[src/design/mpt_pkg.sv]
// ----------------------------------------------------------------------------
// mpt_pkg
// shared constants, codes and the crc-8 byte update for the packet transmitter
// ----------------------------------------------------------------------------
package mpt_pkg;

  localparam int DATA_BYTES_DEFAULT = 4;

  localparam logic [7:0] PREAMBLE = 8'h55;
  localparam logic [7:0] CRC_POLY = 8'h31;
  localparam logic [7:0] CRC_INIT = 8'hFF;
  localparam int         BITS_PER_BYTE = 8;

  localparam logic MODE_LOAD = 1'b0;
  localparam logic MODE_TICK = 1'b1;

  // msb-first crc-8, one byte
  function automatic logic [7:0] crc8_update(input logic [7:0] crc, input logic [7:0] b);
    logic [7:0] c;
    c = crc ^ b;
    for (int k = 0; k < BITS_PER_BYTE; k++) begin
      if (c[7]) begin
        c = {c[6:0], 1'b0} ^ CRC_POLY;
      end else begin
        c = {c[6:0], 1'b0};
      end
    end
    return c;
  endfunction

endpackage

[src/design/mpt_if.sv]
// ----------------------------------------------------------------------------
// mpt_if
// valid/ready channels for load and tick transactions and their results
// ----------------------------------------------------------------------------
interface mpt_in_if;
  logic       valid;
  logic       ready;
  logic       mode;
  logic [7:0] data_byte;

  modport source (output valid, output mode, output data_byte, input ready);
  modport sink   (input valid, input mode, input data_byte, output ready);
endinterface

interface mpt_out_if;
  logic valid;
  logic ready;
  logic line_level;
  logic busy_res;
  logic accepted;
  logic frame_done;

  modport source (output valid, output line_level, output busy_res, output accepted,
                  output frame_done, input ready);
  modport sink   (input valid, input line_level, input busy_res, input accepted,
                  input frame_done, output ready);
endinterface

[src/design/manchester_packet_transmitter.sv]
// ----------------------------------------------------------------------------
// manchester_packet_transmitter
// collects payload bytes, frames them with preamble and crc-8, and sends the
// frame as manchester code, one line level per tick transaction
// ----------------------------------------------------------------------------
// Each input transaction (a payload load or a transmit tick) gives exactly one
// result transaction, which appears in the output register in the cycle after the
// input is accepted. The block takes one transaction every cycle: the whole
// state update for an item is one pass of logic into the state registers, and
// a new item can enter in the same cycle the previous result is taken; while a
// result waits on the output, the input is held off.
// Loads are refused while a frame is armed or on the line; a frame takes
// 2 + 16 * (DATA_BYTES + 2) ticks, start half-bit and final low tick included.
module manchester_packet_transmitter #(
  parameter int DATA_BYTES = mpt_pkg::DATA_BYTES_DEFAULT
) (
  input  logic             clk,
  input  logic             rst,
  mpt_in_if.sink           in_ch,
  mpt_out_if.source        out_ch
);

  localparam int IDX_W = (DATA_BYTES > 1) ? $clog2(DATA_BYTES) : 1;
  localparam int PW    = $clog2(DATA_BYTES + 2);
  localparam logic [IDX_W-1:0] LAST_LOAD = IDX_W'(DATA_BYTES - 1);
  localparam logic [PW-1:0]    LAST_BYTE = PW'(DATA_BYTES + 1);

  logic [7:0]       payload [DATA_BYTES];
  logic [7:0]       crc_frame;
  logic [IDX_W-1:0] load_count, load_count_next;
  logic [7:0]       crc_reg, crc_reg_next;
  logic [PW-1:0]    byte_pos, byte_pos_next;
  logic [2:0]       bit_pos, bit_pos_next;
  logic             second_half, second_half_next;
  logic             start_sent, start_sent_next;
  logic             end_phase, end_phase_next;
  logic             busy_flag, busy_flag_next;
  logic             line_reg, line_reg_next;

  logic             out_valid;
  logic             line_level, busy_res, accepted, frame_done;
  logic             accepted_next, frame_done_next;

  logic             in_fire;
  logic             store_en, crc_frame_en;
  logic [7:0]       crc_upd;
  logic [PW-1:0]    byte_sub;
  logic [IDX_W-1:0] pay_idx;
  logic [7:0]       cur_byte;
  logic             cur_bit;

  assign in_ch.ready = !out_valid || out_ch.ready;
  assign in_fire     = in_ch.valid && in_ch.ready;

  assign crc_upd  = mpt_pkg::crc8_update(crc_reg, in_ch.data_byte);
  assign byte_sub = byte_pos - PW'(1);
  assign pay_idx  = byte_sub[IDX_W-1:0];

  always_comb begin
    if (byte_pos == '0) begin
      cur_byte = mpt_pkg::PREAMBLE;
    end else if (byte_pos == LAST_BYTE) begin
      cur_byte = crc_frame;
    end else begin
      cur_byte = payload[pay_idx];
    end
  end

  assign cur_bit = cur_byte[bit_pos];

  always_comb begin
    load_count_next  = load_count;
    crc_reg_next     = crc_reg;
    byte_pos_next    = byte_pos;
    bit_pos_next     = bit_pos;
    second_half_next = second_half;
    start_sent_next  = start_sent;
    end_phase_next   = end_phase;
    busy_flag_next   = busy_flag;
    line_reg_next    = line_reg;
    accepted_next    = 1'b0;
    frame_done_next  = 1'b0;
    store_en         = 1'b0;
    crc_frame_en     = 1'b0;
    case (in_ch.mode)
      mpt_pkg::MODE_LOAD: begin
        if (!busy_flag) begin
          accepted_next = 1'b1;
          store_en      = 1'b1;
          if (load_count == LAST_LOAD) begin
            crc_frame_en     = 1'b1;
            crc_reg_next     = mpt_pkg::CRC_INIT;
            load_count_next  = '0;
            byte_pos_next    = '0;
            bit_pos_next     = '0;
            second_half_next = 1'b0;
            start_sent_next  = 1'b0;
            end_phase_next   = 1'b0;
            busy_flag_next   = 1'b1;
          end else begin
            crc_reg_next    = crc_upd;
            load_count_next = load_count + IDX_W'(1);
          end
        end
      end
      mpt_pkg::MODE_TICK: begin
        if (busy_flag) begin
          if (end_phase) begin
            end_phase_next  = 1'b0;
            start_sent_next = 1'b0;
            line_reg_next   = 1'b0;
            busy_flag_next  = 1'b0;
            frame_done_next = 1'b1;
          end else if (!start_sent) begin
            start_sent_next = 1'b1;
            line_reg_next   = 1'b1;
          end else if (!second_half) begin
            line_reg_next    = cur_bit;
            second_half_next = 1'b1;
          end else begin
            line_reg_next    = !cur_bit;
            second_half_next = 1'b0;
            bit_pos_next     = bit_pos + 3'd1;
            if (bit_pos == 3'd7) begin
              if (byte_pos == LAST_BYTE) begin
                byte_pos_next  = '0;
                end_phase_next = 1'b1;
              end else begin
                byte_pos_next = byte_pos + PW'(1);
              end
            end
          end
        end
      end
      default: begin
      end
    endcase
  end

  always_ff @(posedge clk) begin
    if (rst) begin
      load_count  <= '0;
      crc_reg     <= mpt_pkg::CRC_INIT;
      byte_pos    <= '0;
      bit_pos     <= '0;
      second_half <= 1'b0;
      start_sent  <= 1'b0;
      end_phase   <= 1'b0;
      busy_flag   <= 1'b0;
      line_reg    <= 1'b0;
    end else if (in_fire) begin
      load_count  <= load_count_next;
      crc_reg     <= crc_reg_next;
      byte_pos    <= byte_pos_next;
      bit_pos     <= bit_pos_next;
      second_half <= second_half_next;
      start_sent  <= start_sent_next;
      end_phase   <= end_phase_next;
      busy_flag   <= busy_flag_next;
      line_reg    <= line_reg_next;
    end
  end

  // payload store and frame crc
  always_ff @(posedge clk) begin
    if (in_fire && store_en) begin
      payload[load_count] <= in_ch.data_byte;
    end
    if (in_fire && crc_frame_en) begin
      crc_frame <= crc_upd;
    end
  end

  // result register
  always_ff @(posedge clk) begin
    if (rst) begin
      out_valid <= 1'b0;
    end else if (in_fire) begin
      out_valid <= 1'b1;
    end else if (out_ch.ready) begin
      out_valid <= 1'b0;
    end
  end

  always_ff @(posedge clk) begin
    if (in_fire) begin
      line_level <= line_reg_next;
      busy_res   <= busy_flag_next;
      accepted   <= accepted_next;
      frame_done <= frame_done_next;
    end
  end

  assign out_ch.valid      = out_valid;
  assign out_ch.line_level = line_level;
  assign out_ch.busy_res   = busy_res;
  assign out_ch.accepted   = accepted;
  assign out_ch.frame_done = frame_done;

`ifndef SYNTHESIS
  a_done_clears_busy: assert property (@(posedge clk) disable iff (rst)
    out_ch.valid && out_ch.frame_done |-> !out_ch.busy_res)
    else $error("frame_done with busy still set");

  a_refuse_when_busy: assert property (@(posedge clk) disable iff (rst)
    in_fire && (in_ch.mode == mpt_pkg::MODE_LOAD) && busy_flag
      |=> out_ch.valid && !out_ch.accepted)
    else $error("load accepted while busy");

  a_end_phase_busy: assert property (@(posedge clk) disable iff (rst)
    end_phase |-> busy_flag && start_sent)
    else $error("end phase outside a frame");

  a_start_at_origin: assert property (@(posedge clk) disable iff (rst)
    !start_sent |-> byte_pos == '0 && bit_pos == 3'd0 && !second_half)
    else $error("frame position not at origin before start half-bit");
`endif

endmodule

[src/flat_wrapper.sv]
// flat-port wrapper written by rule: the top's interface ports become plain ports
module manchester_packet_transmitter_flat 
#(
  parameter int DATA_BYTES = mpt_pkg::DATA_BYTES_DEFAULT
)
  (clk, rst, in_ch_valid, in_ch_mode, in_ch_data_byte, in_ch_ready, out_ch_valid, out_ch_line_level, out_ch_busy_res, out_ch_accepted, out_ch_frame_done, out_ch_ready);
  mpt_in_if in_ch_i ();
  mpt_out_if out_ch_i ();
  input  logic clk;
  input  logic rst;
  input wire logic [$bits(in_ch_i.valid)-1:0] in_ch_valid;
  input wire logic [$bits(in_ch_i.mode)-1:0] in_ch_mode;
  input wire logic [$bits(in_ch_i.data_byte)-1:0] in_ch_data_byte;
  output wire logic [$bits(in_ch_i.ready)-1:0] in_ch_ready;
  output wire logic [$bits(out_ch_i.valid)-1:0] out_ch_valid;
  output wire logic [$bits(out_ch_i.line_level)-1:0] out_ch_line_level;
  output wire logic [$bits(out_ch_i.busy_res)-1:0] out_ch_busy_res;
  output wire logic [$bits(out_ch_i.accepted)-1:0] out_ch_accepted;
  output wire logic [$bits(out_ch_i.frame_done)-1:0] out_ch_frame_done;
  input wire logic [$bits(out_ch_i.ready)-1:0] out_ch_ready;
  assign in_ch_i.valid = in_ch_valid;
  assign in_ch_i.mode = in_ch_mode;
  assign in_ch_i.data_byte = in_ch_data_byte;
  assign in_ch_ready = in_ch_i.ready;
  assign out_ch_valid = out_ch_i.valid;
  assign out_ch_line_level = out_ch_i.line_level;
  assign out_ch_busy_res = out_ch_i.busy_res;
  assign out_ch_accepted = out_ch_i.accepted;
  assign out_ch_frame_done = out_ch_i.frame_done;
  assign out_ch_i.ready = out_ch_ready;
  manchester_packet_transmitter #(.DATA_BYTES(DATA_BYTES)) u_core (.clk(clk), .rst(rst), .in_ch(in_ch_i), .out_ch(out_ch_i));
endmodule
[config.mk]
export PLATFORM = sky130hd
export DESIGN_NAME = manchester_packet_transmitter_flat
export DESIGN_NICKNAME = d
export VERILOG_FILES = /design/src/design/mpt_pkg.sv /design/src/design/mpt_if.sv /design/src/design/manchester_packet_transmitter.sv /design/src/flat_wrapper.sv
export SDC_FILE = /design/constraint.sdc
export NUM_CORES = 1
export LEC_CHECK = 0
export BUFFER_PORTS_ARGS = -buffer_cell sky130_fd_sc_hd__buf_2
export CAP_MARGIN = 30
export CORE_ASPECT_RATIO = 1.25
export CORE_MARGIN = 2
export CORE_UTILIZATION = 59
export CTS_BUF_LIST = sky130_fd_sc_hd__clkbuf_16
export DETAILED_ROUTE_END_ITERATION = 8
export PLACE_DENSITY = 0.78
export SETUP_SLACK_MARGIN = 0.3
export SLEW_MARGIN = 20
export SYNTH_ARGS = -nofsm -noshare
export SYNTH_HDL_FRONTEND = slang
export SYNTH_SLANG_ARGS = --single-unit
[constraint.sdc]
create_clock -name clk -period 4.88 [get_ports clk]
set_input_delay 0.488 -clock clk [delete_from_list [all_inputs] [get_ports clk]]
set_output_delay 0.488 -clock clk [all_outputs]
set_load 0.05 [all_outputs]
==> results of run 1 <==
[worst max path at each step]
stage / startpoint / end / slack, ns / depth (start not counted)
floorplan: u_core.byte_pos[0] / u_core.out_ch.line_level / 2.50 / 10
global placement: u_core.byte_pos[0] / u_core.out_ch.line_level / 1.94 / 8
detailed placement: u_core.byte_pos[0] / u_core.out_ch.line_level / 1.84 / 8
CTS: u_core.byte_pos[0] / u_core.out_ch.line_level / 1.82 / 8
global route: u_core.byte_pos[0] / u_core.out_ch.line_level / 1.60 / 8
finish: u_core.byte_pos[0] / u_core.out_ch.line_level / 1.83 / 8
[through the flow]
stage	power (W)	worst slack [ns]	std cells	utilization [%]
after floorplan	0.0007511	2.500	251	-
after global placement	0.0007855	1.936	321	63.43
after detailed placement	0.0007898	1.844	321	63.43
after CTS	0.001400	1.820	337	69.11
after global routing	0.001437	1.603	337	69.11
final	0.001392	1.830	337	69.11
[logic make-up after synthesis]
kind of cell / after synthesis
and+or+nand+nor: 85
muxes: 19
adders and majority gates: 10
AOI/OAI and AO/OA: 29
buffers and inverters: 20
xor gates and xnor gates: 22
DFF: 66
[routing by layer]
layer  vias to the layer above  track usage, %  wire length (um)  share of wire, %
met5                         -               0                 0                 0
met4                         0           9.455               139               2.3
met3                        14           6.836               245               4.1
met2                        50           39.16              3173                54
met1                       936           29.15              2371                40
li1                        944               -                 -                 -
[layout make-up]
class,count,area (sq um)
flip-flops and latches,66,1762
repair buffers,18,90.09
multi-input cells,165,1232
clock inverters,7,61.31
fillers,339,1558
clock buffers,9,225.2
inverters,10,37.54
well taps,62,77.57
[power groups by stage]
stage                     registers (W)  logic [W]  clock network [W]
after CTS                      0.000634   0.000147           0.000619
after global placement         0.000644   0.000141                  0
after global routing           0.000635   0.000162           0.000641
after detailed placement       0.000645   0.000145                  0
final                          0.000634   0.000146           0.000612
after floorplan                0.000651   0.000100                  0
[cell usage in the layout, fill, tap and decap left out, drive strengths merged, types with 2 or more instances in the layout]
cell	count
edfxtp	44
nand2	26
ha	10
inv	12
a21oi	13
nand2b	3
mux4	7
o21ai	4
mux2i	9
xnor2	14
dfxtp	22
nor3	3
o31ai	3
nor2b	3
nor2	16
buf	18
mux2	3
xor2	7
nand3	16
and3	3
or3	2
o211ai	2
clkinv	4
and2	8
nand3b	2
clkbuf	9
==> results.toml, run 1 <==
[finish]
largest_register_ffs = 32
syn2layout_area_growth_pct = 13.21
drive_above_1_share_pct = 16.00
layout.nets = 293
fin_area_sq_um = 3486
n_antenna_cell = 0

[routing]
drcViolationCount = 0
vias = 1944
dr.pass1.iters = 4
route.final.wire_length_mm = 5.930
drtAntennaViolNets = 0
wl_per_cell_um = 17.60
avgViaCountPerCell = 5.769
initialDrtViolationCount = 108

[yosys]
netlist_area_sq_um = 3079
synthFlopType = "edfxtp_1"
synthMuxAreaShare_pct = 9.265
synth_enable_flop_cells = 44
synth_top_family_by_area = "simple AND/OR/NAND/NOR gates"
synth-xor-area-share_pct = 6.948
ys_seq_elements = 66
synth-simple-area-share_pct = 13.29
synthAdderAreaFrac_pct = 4.063
synthTopCellsByArea = "edfxtp_1 (43%), dfxtp_1 (14%), mux4_2 (4.4%)"
yosysMostFrequentCell = "edfxtp_1"
synth-seq-area-share_pct = 57.21
synthArstFlopShare_pct = 0
synth_nets = 274
synth_cell_types = 42
synth_top_area_share_pct = 42.91
syn_avg_cell_area_sq_um = 12.27
synth_top_cell_by_area = "edfxtp_1"
yosys_warnings = 0
synthTopCellsByCount = "edfxtp_1 (44), nand2_1 (26), dfxtp_1 (22), nand3_1 (16), nor2_1 (16)"
synth_compound_area_share_pct = 6.461
synth_cells = 251

[critical_path]
cpMaxStageDelayCell = "dfxtp_1"
critPathBufInv = 1
path_cells = "inv_1 > ha_1 > mux2_2 > or3_1 > nand4_1 > nand3_1 > mux2i_1 > o41ai_2"
arrival_ns = 3.11
reg2reg_to = "u_core.out_ch.line_level"
critPathCaptureType = "register"
r2r_slack_ns = 1.83
cp_slowest_stage_delay_ns = 0.75
crit_path_start_kind = "register"
worstPathRequired_ns = 4.94
rr_worst_depth = 8
path_max_fanout = 13
r2r-start = "u_core.byte_pos[0]"
worstSetupPathType = "reg -> reg"
cpLargestDelayFamily = "flip-flops"

[die]
std_cell_rows = 29
ioPinCount = 19
die_h_um = 84.77
core_sq_um = 5044
die_area_sq_um = 5816
initial_core_util_pct = 61.05
die_w_um = 68.62

[cts]
clkLatencyLatePin_ns = 0.33
cts_sinks = 66
cts.repair_timing.setup_buffer_count = 0
clk_pin_slew_ns = 0.05
cts_resized = 0
cts_hold_buf = 0
cts_tree = "built"
root_buffer = "clkbuf_16"
cts_buffers = 9
clock_path_buffers = 2
htreeDepth = 3

[placed_design]
dp_hpwl_mm = 4.010
gp_congestion = 0.7807
io_buffers = 18
dpl_cell_area_sq_um = 3199

[power]
p_switching_w = 0.0003221
p_leak_nw = 1.260
ir_drop_mv = 0.3318
p_sw_share_pct = 23.15
clkPwrFrac_pct = 44.0
p_int_w = 0.001069
power_density_nw_per_um2 = 399.2
share_comb_of_total_power_pct = 10.5
p_seq_share_pct = 45.5

[sta]
drv_slew = 0
finalCriticalPeriod_ns = 3.050
rsz0062_at_grt = "false"
fmax_ghz = 0.3278
finalHoldViolCount = 0
skew_ns = 0.004425
finalSetupViolCount = 0
post-route-period-util_pct = 62.51
tns_ns = 0
maxSlewHeadroom_pct = 55.17
tightestPinTransition_ns = 0.6715
hold_ws_ns = 0.4109

[global_routing]
grt_max_degree = 17
grt-ovfl-total = 0
grt_pass1_vias = 2010
grt_use_total_pct = 23.90
grt_first_pass_wirelength_mm = 9.777
antenna_found_initial = 0

[job]
maxCapViolations = 0

[min_path]
min_from = "in_ch_data_byte[2]"
hold_class = "in -> reg"
hold_depth = 1
min_to = "u_core.payload[2][2]"

[status]
status = "completed"
No activity file was read; power rests on OpenSTA's default activity.
==> inputs of run 2 (changes only) <==
--- a/config.mk
+++ b/config.mk
@@ -5,6 +5,7 @@
 export SDC_FILE = /design/constraint.sdc
 export NUM_CORES = 1
 export LEC_CHECK = 0
+export ABC_AREA = 1
 export BUFFER_PORTS_ARGS = -buffer_cell sky130_fd_sc_hd__buf_2
 export CAP_MARGIN = 30
 export CORE_ASPECT_RATIO = 1.25
==> constraint.sdc (replaced) <==
create_clock -name clk -period 3.02 [get_ports clk]
set_input_delay 0.302 -clock clk [delete_from_list [all_inputs] [get_ports clk]]
set_output_delay 0.302 -clock clk [all_outputs]
set_load 0.05 [all_outputs]
==> results.toml, run 2 <==
[status]
status = "completed"

[job]
maxCapViolations = 0

[power]
clkPwrFrac_pct = 44.9
p_switching_w = 0.0006103
p_int_w = 0.001876
p_leak_nw = 1.544
power_density_nw_per_um2 = 677.3
share_comb_of_total_power_pct = 13.4
ir_drop_mv = 0.4757
total_power_w = 0.002486
p_sw_share_pct = 24.55
p_seq_share_pct = 41.7

[yosys]
yosys_warnings = 0
synth-seq-area-share_pct = 55.30
synth_top_area_share_pct = 41.48
synthFlopType = "edfxtp_1"
synthTopCellsByArea = "edfxtp_1 (41%), dfxtp_1 (14%), nand2_1 (10%)"
synth_top_cell_by_area = "edfxtp_1"
synthArstFlopShare_pct = 0
ys_seq_elements = 66
syn_avg_cell_area_sq_um = 9.683
synth_enable_flop_cells = 44
synth_cells = 329
synthTopCellsByCount = "nand2_1 (85), edfxtp_1 (44), inv_1 (35), nand3_1 (31), nor2_1 (23)"
yosysMostFrequentCell = "nand2_1"
netlist_area_sq_um = 3186
synth_cell_types = 29
synth_nets = 352

[global_routing]
grt_pass1_vias = 2293
grt-ovfl-total = 0
antenna_found_initial = 0
grt_use_total_pct = 23.22
grt_max_degree = 21
grt_first_pass_wirelength_mm = 10.25

[die]
die_area_sq_um = 6007
die_h_um = 86.16
initial_core_util_pct = 61.83
std_cell_rows = 29
die_w_um = 69.72
core_sq_um = 5152
ioPinCount = 19

[critical_path]
critPathCaptureType = "register"
cp_common_cell = "nand2_1"
critPathBufInv = 2
worstPathRequired_ns = 3.11
cpLargestDelayFamily = "simple AND/OR/NAND/NOR gates"
cpMaxStageDelayCell = "ha_1"
arrival_ns = 2.43
worstSetupPathType = "reg -> reg"
crit_path_start_kind = "register"
r2r-start = "u_core.byte_pos[0]"
path_max_fanout = 18
cp-startpoint = "u_core.byte_pos[0]"
path_cells = "inv_2 > ha_1 > inv_2 > nand3_1 > nand3_1 > nand2_1 > nand2_1 > nand2_1 > nand2_1 > nand2_1 > nand2_1 > nand3_1 > nand3_1 > nand2_1 > nand2_1"
cp_slowest_stage_delay_ns = 0.56

[finish]
layout_common_cells = "nand2_1 (85), edfxtp_1 (44), inv_1 (35)"
drive_above_1_share_pct = 16.43
largest_register_ffs = 32
layout.nets = 377
n_antenna_cell = 0
layout_commonest_cell = "nand2_1"
utilization_pct = 71.25
syn2layout_area_growth_pct = 15.24
fin_area_sq_um = 3671

[routing]
avgViaCountPerCell = 5.392
drcViolationCount = 0
drtAntennaViolNets = 0
initialDrtViolationCount = 159
vias = 2270
dr.pass1.iters = 4
wl_per_cell_um = 14.86
route.final.wire_length_mm = 6.257

[sta]
finalCriticalPeriod_ns = 2.346
tns_ns = 0
finalSetupViolCount = 0
tightestPinTransition_ns = 0.7211
skew_ns = 0.006649
post-route-period-util_pct = 77.68
maxSlewHeadroom_pct = 51.75
fmax_ghz = 0.4263
rsz0062_at_grt = "false"
hold_ws_ns = 0.2427
finalHoldViolCount = 0
drv_slew = 0

[cts]
cts_tree = "built"
clock_path_buffers = 2
cts_resized = 0
cts_hold_buf = 0
cts_sinks = 66
cts.repair_timing.setup_buffer_count = 0
htreeDepth = 3
root_buffer = "clkbuf_16"
cts_buffers = 9
clk_pin_slew_ns = 0.06
clkLatencyLatePin_ns = 0.33

[placed_design]
gp_congestion = 0.8246
dpl_cell_area_sq_um = 3344
io_buffers = 18
dp_hpwl_mm = 4.132

[min_path]
hold_class = "in -> reg"
min_from = "in_ch_data_byte[5]"
[run 2: logic make-up (layout without fill, tap and decap cells)]
| logic type | after synthesis | after routing | synth area share (%) |
|---|---|---|---|
| AND/OR/NAND/NOR | 147 | 147 | 19.13 |
| buffers and inverters | 50 | 80 | 6.049 |
| flip-flops | 66 | 66 | 55.30 |
| XOR/XNOR | 25 | 25 | 9.937 |
| AO/OA/AOI/OAI | 31 | 31 | 5.656 |
| adder cells (fa/ha/maj) | 10 | 10 | 3.928 |
[run 2: routing by layer]
layer / track usage (%) / part of all wire [%] / up-vias
met1: 24.33 / 40 / 1067
li1: - / - / 1122
met3: 6.816 / 4.7 / 19
met5: 0 / 0 / -
met4: 15.73 / 3.7 / 0
met2: 40.30 / 51 / 62
[run 2: worst paths after layout]
kind / end / slack [ns] / cells past startpoint
setup reg to reg: u_core.out_ch.line_level / 0.67 / 15
hold / removal: u_core.payload[1][5] / 0.24 / 1
hold reg to reg: u_core.end_phase / 0.50 / 2
setup / recovery: u_core.out_ch.line_level / 0.67 / 15
[run 2: layout make-up]
| cell class | count | area (sq um) |
|---|---|---|
| inverters | 43 | 161.4 |
| repair buffers | 21 | 112.6 |
| well taps | 62 | 77.57 |
| flip-flops and latches | 66 | 1762 |
| multi-input cells | 213 | 1231 |
| clock inverters | 7 | 101.3 |
| clock buffers | 9 | 225.2 |
| fillers | 377 | 1481 |
[run 2: stage by stage]
step,instances,setup WS (ns)
after floorplan,329,0.4795
after global placement,405,0.6811
after detailed placement,405,0.5880
after CTS,421,0.6627
after global routing,421,0.3360
final,421,0.6742
[run 2: power by group through the flow]
stage	combinational [W]	sequential, W	clock, W
6_report	0.000333	0.00104	0.00112
5_1_grt	0.000368	0.00104	0.00116
4_1_cts	0.000334	0.00104	0.00113
3_5_place_dp	0.000326	0.00106	0
3_3_place_gp	0.000318	0.00105	0
2_1_floorplan	0.000242	0.00107	0
==> inputs of run 3 (changes only) <==
--- a/config.mk
+++ b/config.mk
@@ -5,15 +5,15 @@
 export SDC_FILE = /design/constraint.sdc
 export NUM_CORES = 1
 export LEC_CHECK = 0
-export ABC_AREA = 1
+export ABC_AREA = 0
 export BUFFER_PORTS_ARGS = -buffer_cell sky130_fd_sc_hd__buf_2
 export CAP_MARGIN = 30
 export CORE_ASPECT_RATIO = 1.25
 export CORE_MARGIN = 2
-export CORE_UTILIZATION = 59
+export CORE_UTILIZATION = 54
 export CTS_BUF_LIST = sky130_fd_sc_hd__clkbuf_16
 export DETAILED_ROUTE_END_ITERATION = 8
-export PLACE_DENSITY = 0.78
+export PLACE_DENSITY = 0.75
 export SETUP_SLACK_MARGIN = 0.3
 export SLEW_MARGIN = 20
 export SYNTH_ARGS = -nofsm -noshare
==> constraint.sdc (replaced) <==
create_clock -name clk -period 1.9 [get_ports clk]
set_input_delay 0.19 -clock clk [delete_from_list [all_inputs] [get_ports clk]]
set_output_delay 0.19 -clock clk [all_outputs]
set_load 0.05 [all_outputs]
==> results.toml, run 3 (synthesis results as in run 1) <==
[critical_path]
worstPathRequired_ns = 1.97
rr_worst_depth = 9
critPathBufInv = 2
cpMaxStageDelayCell = "dfxtp_4"
r2r-start = "u_core.byte_pos[0]"
cpLargestDelayFamily = "multiplexers"
worstSetupPathType = "reg -> reg"
cp-startpoint = "u_core.byte_pos[0]"
arrival_ns = 2.22
path_cells = "inv_6 > ha_4 > buf_4 > mux4_1 > mux2_4 > nand3_2 > nand3_2 > mux2i_2 > o41ai_2"
r2r_slack_ns = -0.25
path_max_fanout = 7
reg2reg_to = "u_core.out_ch.line_level"
critPathCaptureType = "register"
cp_slowest_stage_delay_ns = 0.37
crit_path_start_kind = "register"
cp_common_cell = "nand3_2"

[cts]
clk_pin_slew_ns = 0.05
cts_sinks = 66
clkLatencyLatePin_ns = 0.33
htreeDepth = 3
cts_tree = "built"
cts_buffers = 9
clock_path_buffers = 2
root_buffer = "clkbuf_16"

[finish]
n_antenna_cell = 0
layout_common_cells = "edfxtp_1 (44), nand2_1 (26), buf_4 (21)"
fin_area_sq_um = 3940
drive_above_1_share_pct = 39.20
syn2layout_area_growth_pct = 27.96
layout_commonest_cell = "edfxtp_1"
layout.nets = 319
utilization_pct = 71.90
fin_cells = 365
largest_register_ffs = 32

[global_routing]
grt_use_total_pct = 23.04
grt_pass1_vias = 2147
antenna_found_initial = 0
grt_max_degree = 17
grt-ovfl-total = 0
grt_first_pass_wirelength_mm = 10.57

[sta]
fmax_ghz = 0.4658
fin_ws_ns = -0.2467
tightestPinTransition_ns = 0.5372
tns_ns = -0.3853
skew_ns = 0.005003
maxSlewHeadroom_pct = 63.93
finalCriticalPeriod_ns = 2.147
finalSetupViolCount = 2
rsz0062_at_grt = "true"
finalHoldViolCount = 0
post-route-period-util_pct = 113.0
drv_slew = 0

[routing]
dr.pass1.iters = 4
vias = 2103
wl_per_cell_um = 18.18
initialDrtViolationCount = 144
route.final.wire_length_mm = 6.636
avgViaCountPerCell = 5.762
drtAntennaViolNets = 0
drcViolationCount = 0

[min_path]
hold_class = "in -> reg"
hold_depth = 1
min_from = "in_ch_data_byte[2]"
min_to = "u_core.payload[3][2]"

[power]
clkPwrFrac_pct = 39.3
ir_drop_mv = 0.8863
share_comb_of_total_power_pct = 15.0
p_sw_share_pct = 24.51
total_power_w = 0.003572
p_seq_share_pct = 45.7
p_leak_nw = 1.467
power_density_nw_per_um2 = 906.7
p_int_w = 0.002697
p_switching_w = 0.0008757

[die]
ioPinCount = 19
std_cell_rows = 30
die_h_um = 88.43
die_w_um = 71.54
die_area_sq_um = 6326
initial_core_util_pct = 56.19
core_sq_um = 5480

[job]
maxCapViolations = 0

[placed_design]
dpl_cell_area_sq_um = 3418
io_buffers = 18
dp_hpwl_mm = 4.494
dp_cells = 342
gp_congestion = 0.8800

[status]
status = "finished with violations"
violations = "negative setup slack"
## run 3: changes by cell type in the layout (fill, tap and decap cells not counted), sizes merged, moves of 7 or more
cell,before,now
inv,44,13
and2,0,8
nand2,86,26
buf,21,44
mux4,0,7
nand3,31,16
mux2i,0,9
nor2,25,16
## run 3: how the worst max path moves through the flow
stage	cells after the start	slack (ns)	to
4_1_cts	9	-0.22	u_core.out_ch.line_level
5_1_grt	9	-0.30	u_core.out_ch.line_level
3_5_place_dp	8	-0.25	u_core.out_ch.line_level
6_report	9	-0.25	u_core.out_ch.line_level
3_3_place_gp	8	-0.20	u_core.out_ch.line_level
2_1_floorplan	10	-0.24	u_core.out_ch.line_level
## run 3: repair_timing
item / in CTS / in global routing
gates resized for setup: 17 / 32
pin swaps: 11 / 13
setup buffers: 5 / 2
setup endpoints to repair: 13 / 51
hold buffers: 0 / 0
## run 3: metal layers
metal	global-route usage [%]	routed length, um
met1	24.98	2685
met4	8.919	180
met3	7.175	180
met2	42.00	3589
met5	0	0
## run 3: worst reg2reg max path, stage by stage, from the launching register on
cell	delay (ns)
dfxtp_4	0.37
inv_6	0.04
ha_4	0.31
buf_4	0.12
mux4_1	0.27
mux2_4	0.29
nand3_2	0.08
nand3_2	0.11
mux2i_2	0.23
o41ai_2	0.08
## run 3: cell type report
| cell class | count | area, sq um |
|---|---|---|
| fillers | 353 | 1540 |
| repair buffers | 44 | 304.0 |
| well taps | 64 | 80.08 |
| clock inverters | 7 | 31.28 |
| inverters | 10 | 42.54 |
| clock buffers | 9 | 225.2 |
| multi-input cells | 165 | 1476 |
| flip-flops and latches | 66 | 1780 |
## run 3: per-stage QoR
step           hold slack [ns]  setup slack (ns)
4_1_cts                 0.1029           -0.2153
3_5_place_dp            0.4456           -0.2477
3_3_place_gp            0.4384           -0.1963
6_report                0.1161           -0.2467
2_1_floorplan           0.2591           -0.2436
5_1_grt                 0.1040           -0.2954
## run 3: power groups by stage
stage / Clock, W / Combinational (W) / Sequential [W]
finish: 0.00141 / 0.000535 / 0.00163
global route: 0.00149 / 0.000566 / 0.00163
CTS: 0.00143 / 0.000481 / 0.00163
detailed placement: 0 / 0.000404 / 0.00166
global placement: 0 / 0.000397 / 0.00166
floorplan: 0 / 0.000263 / 0.00167
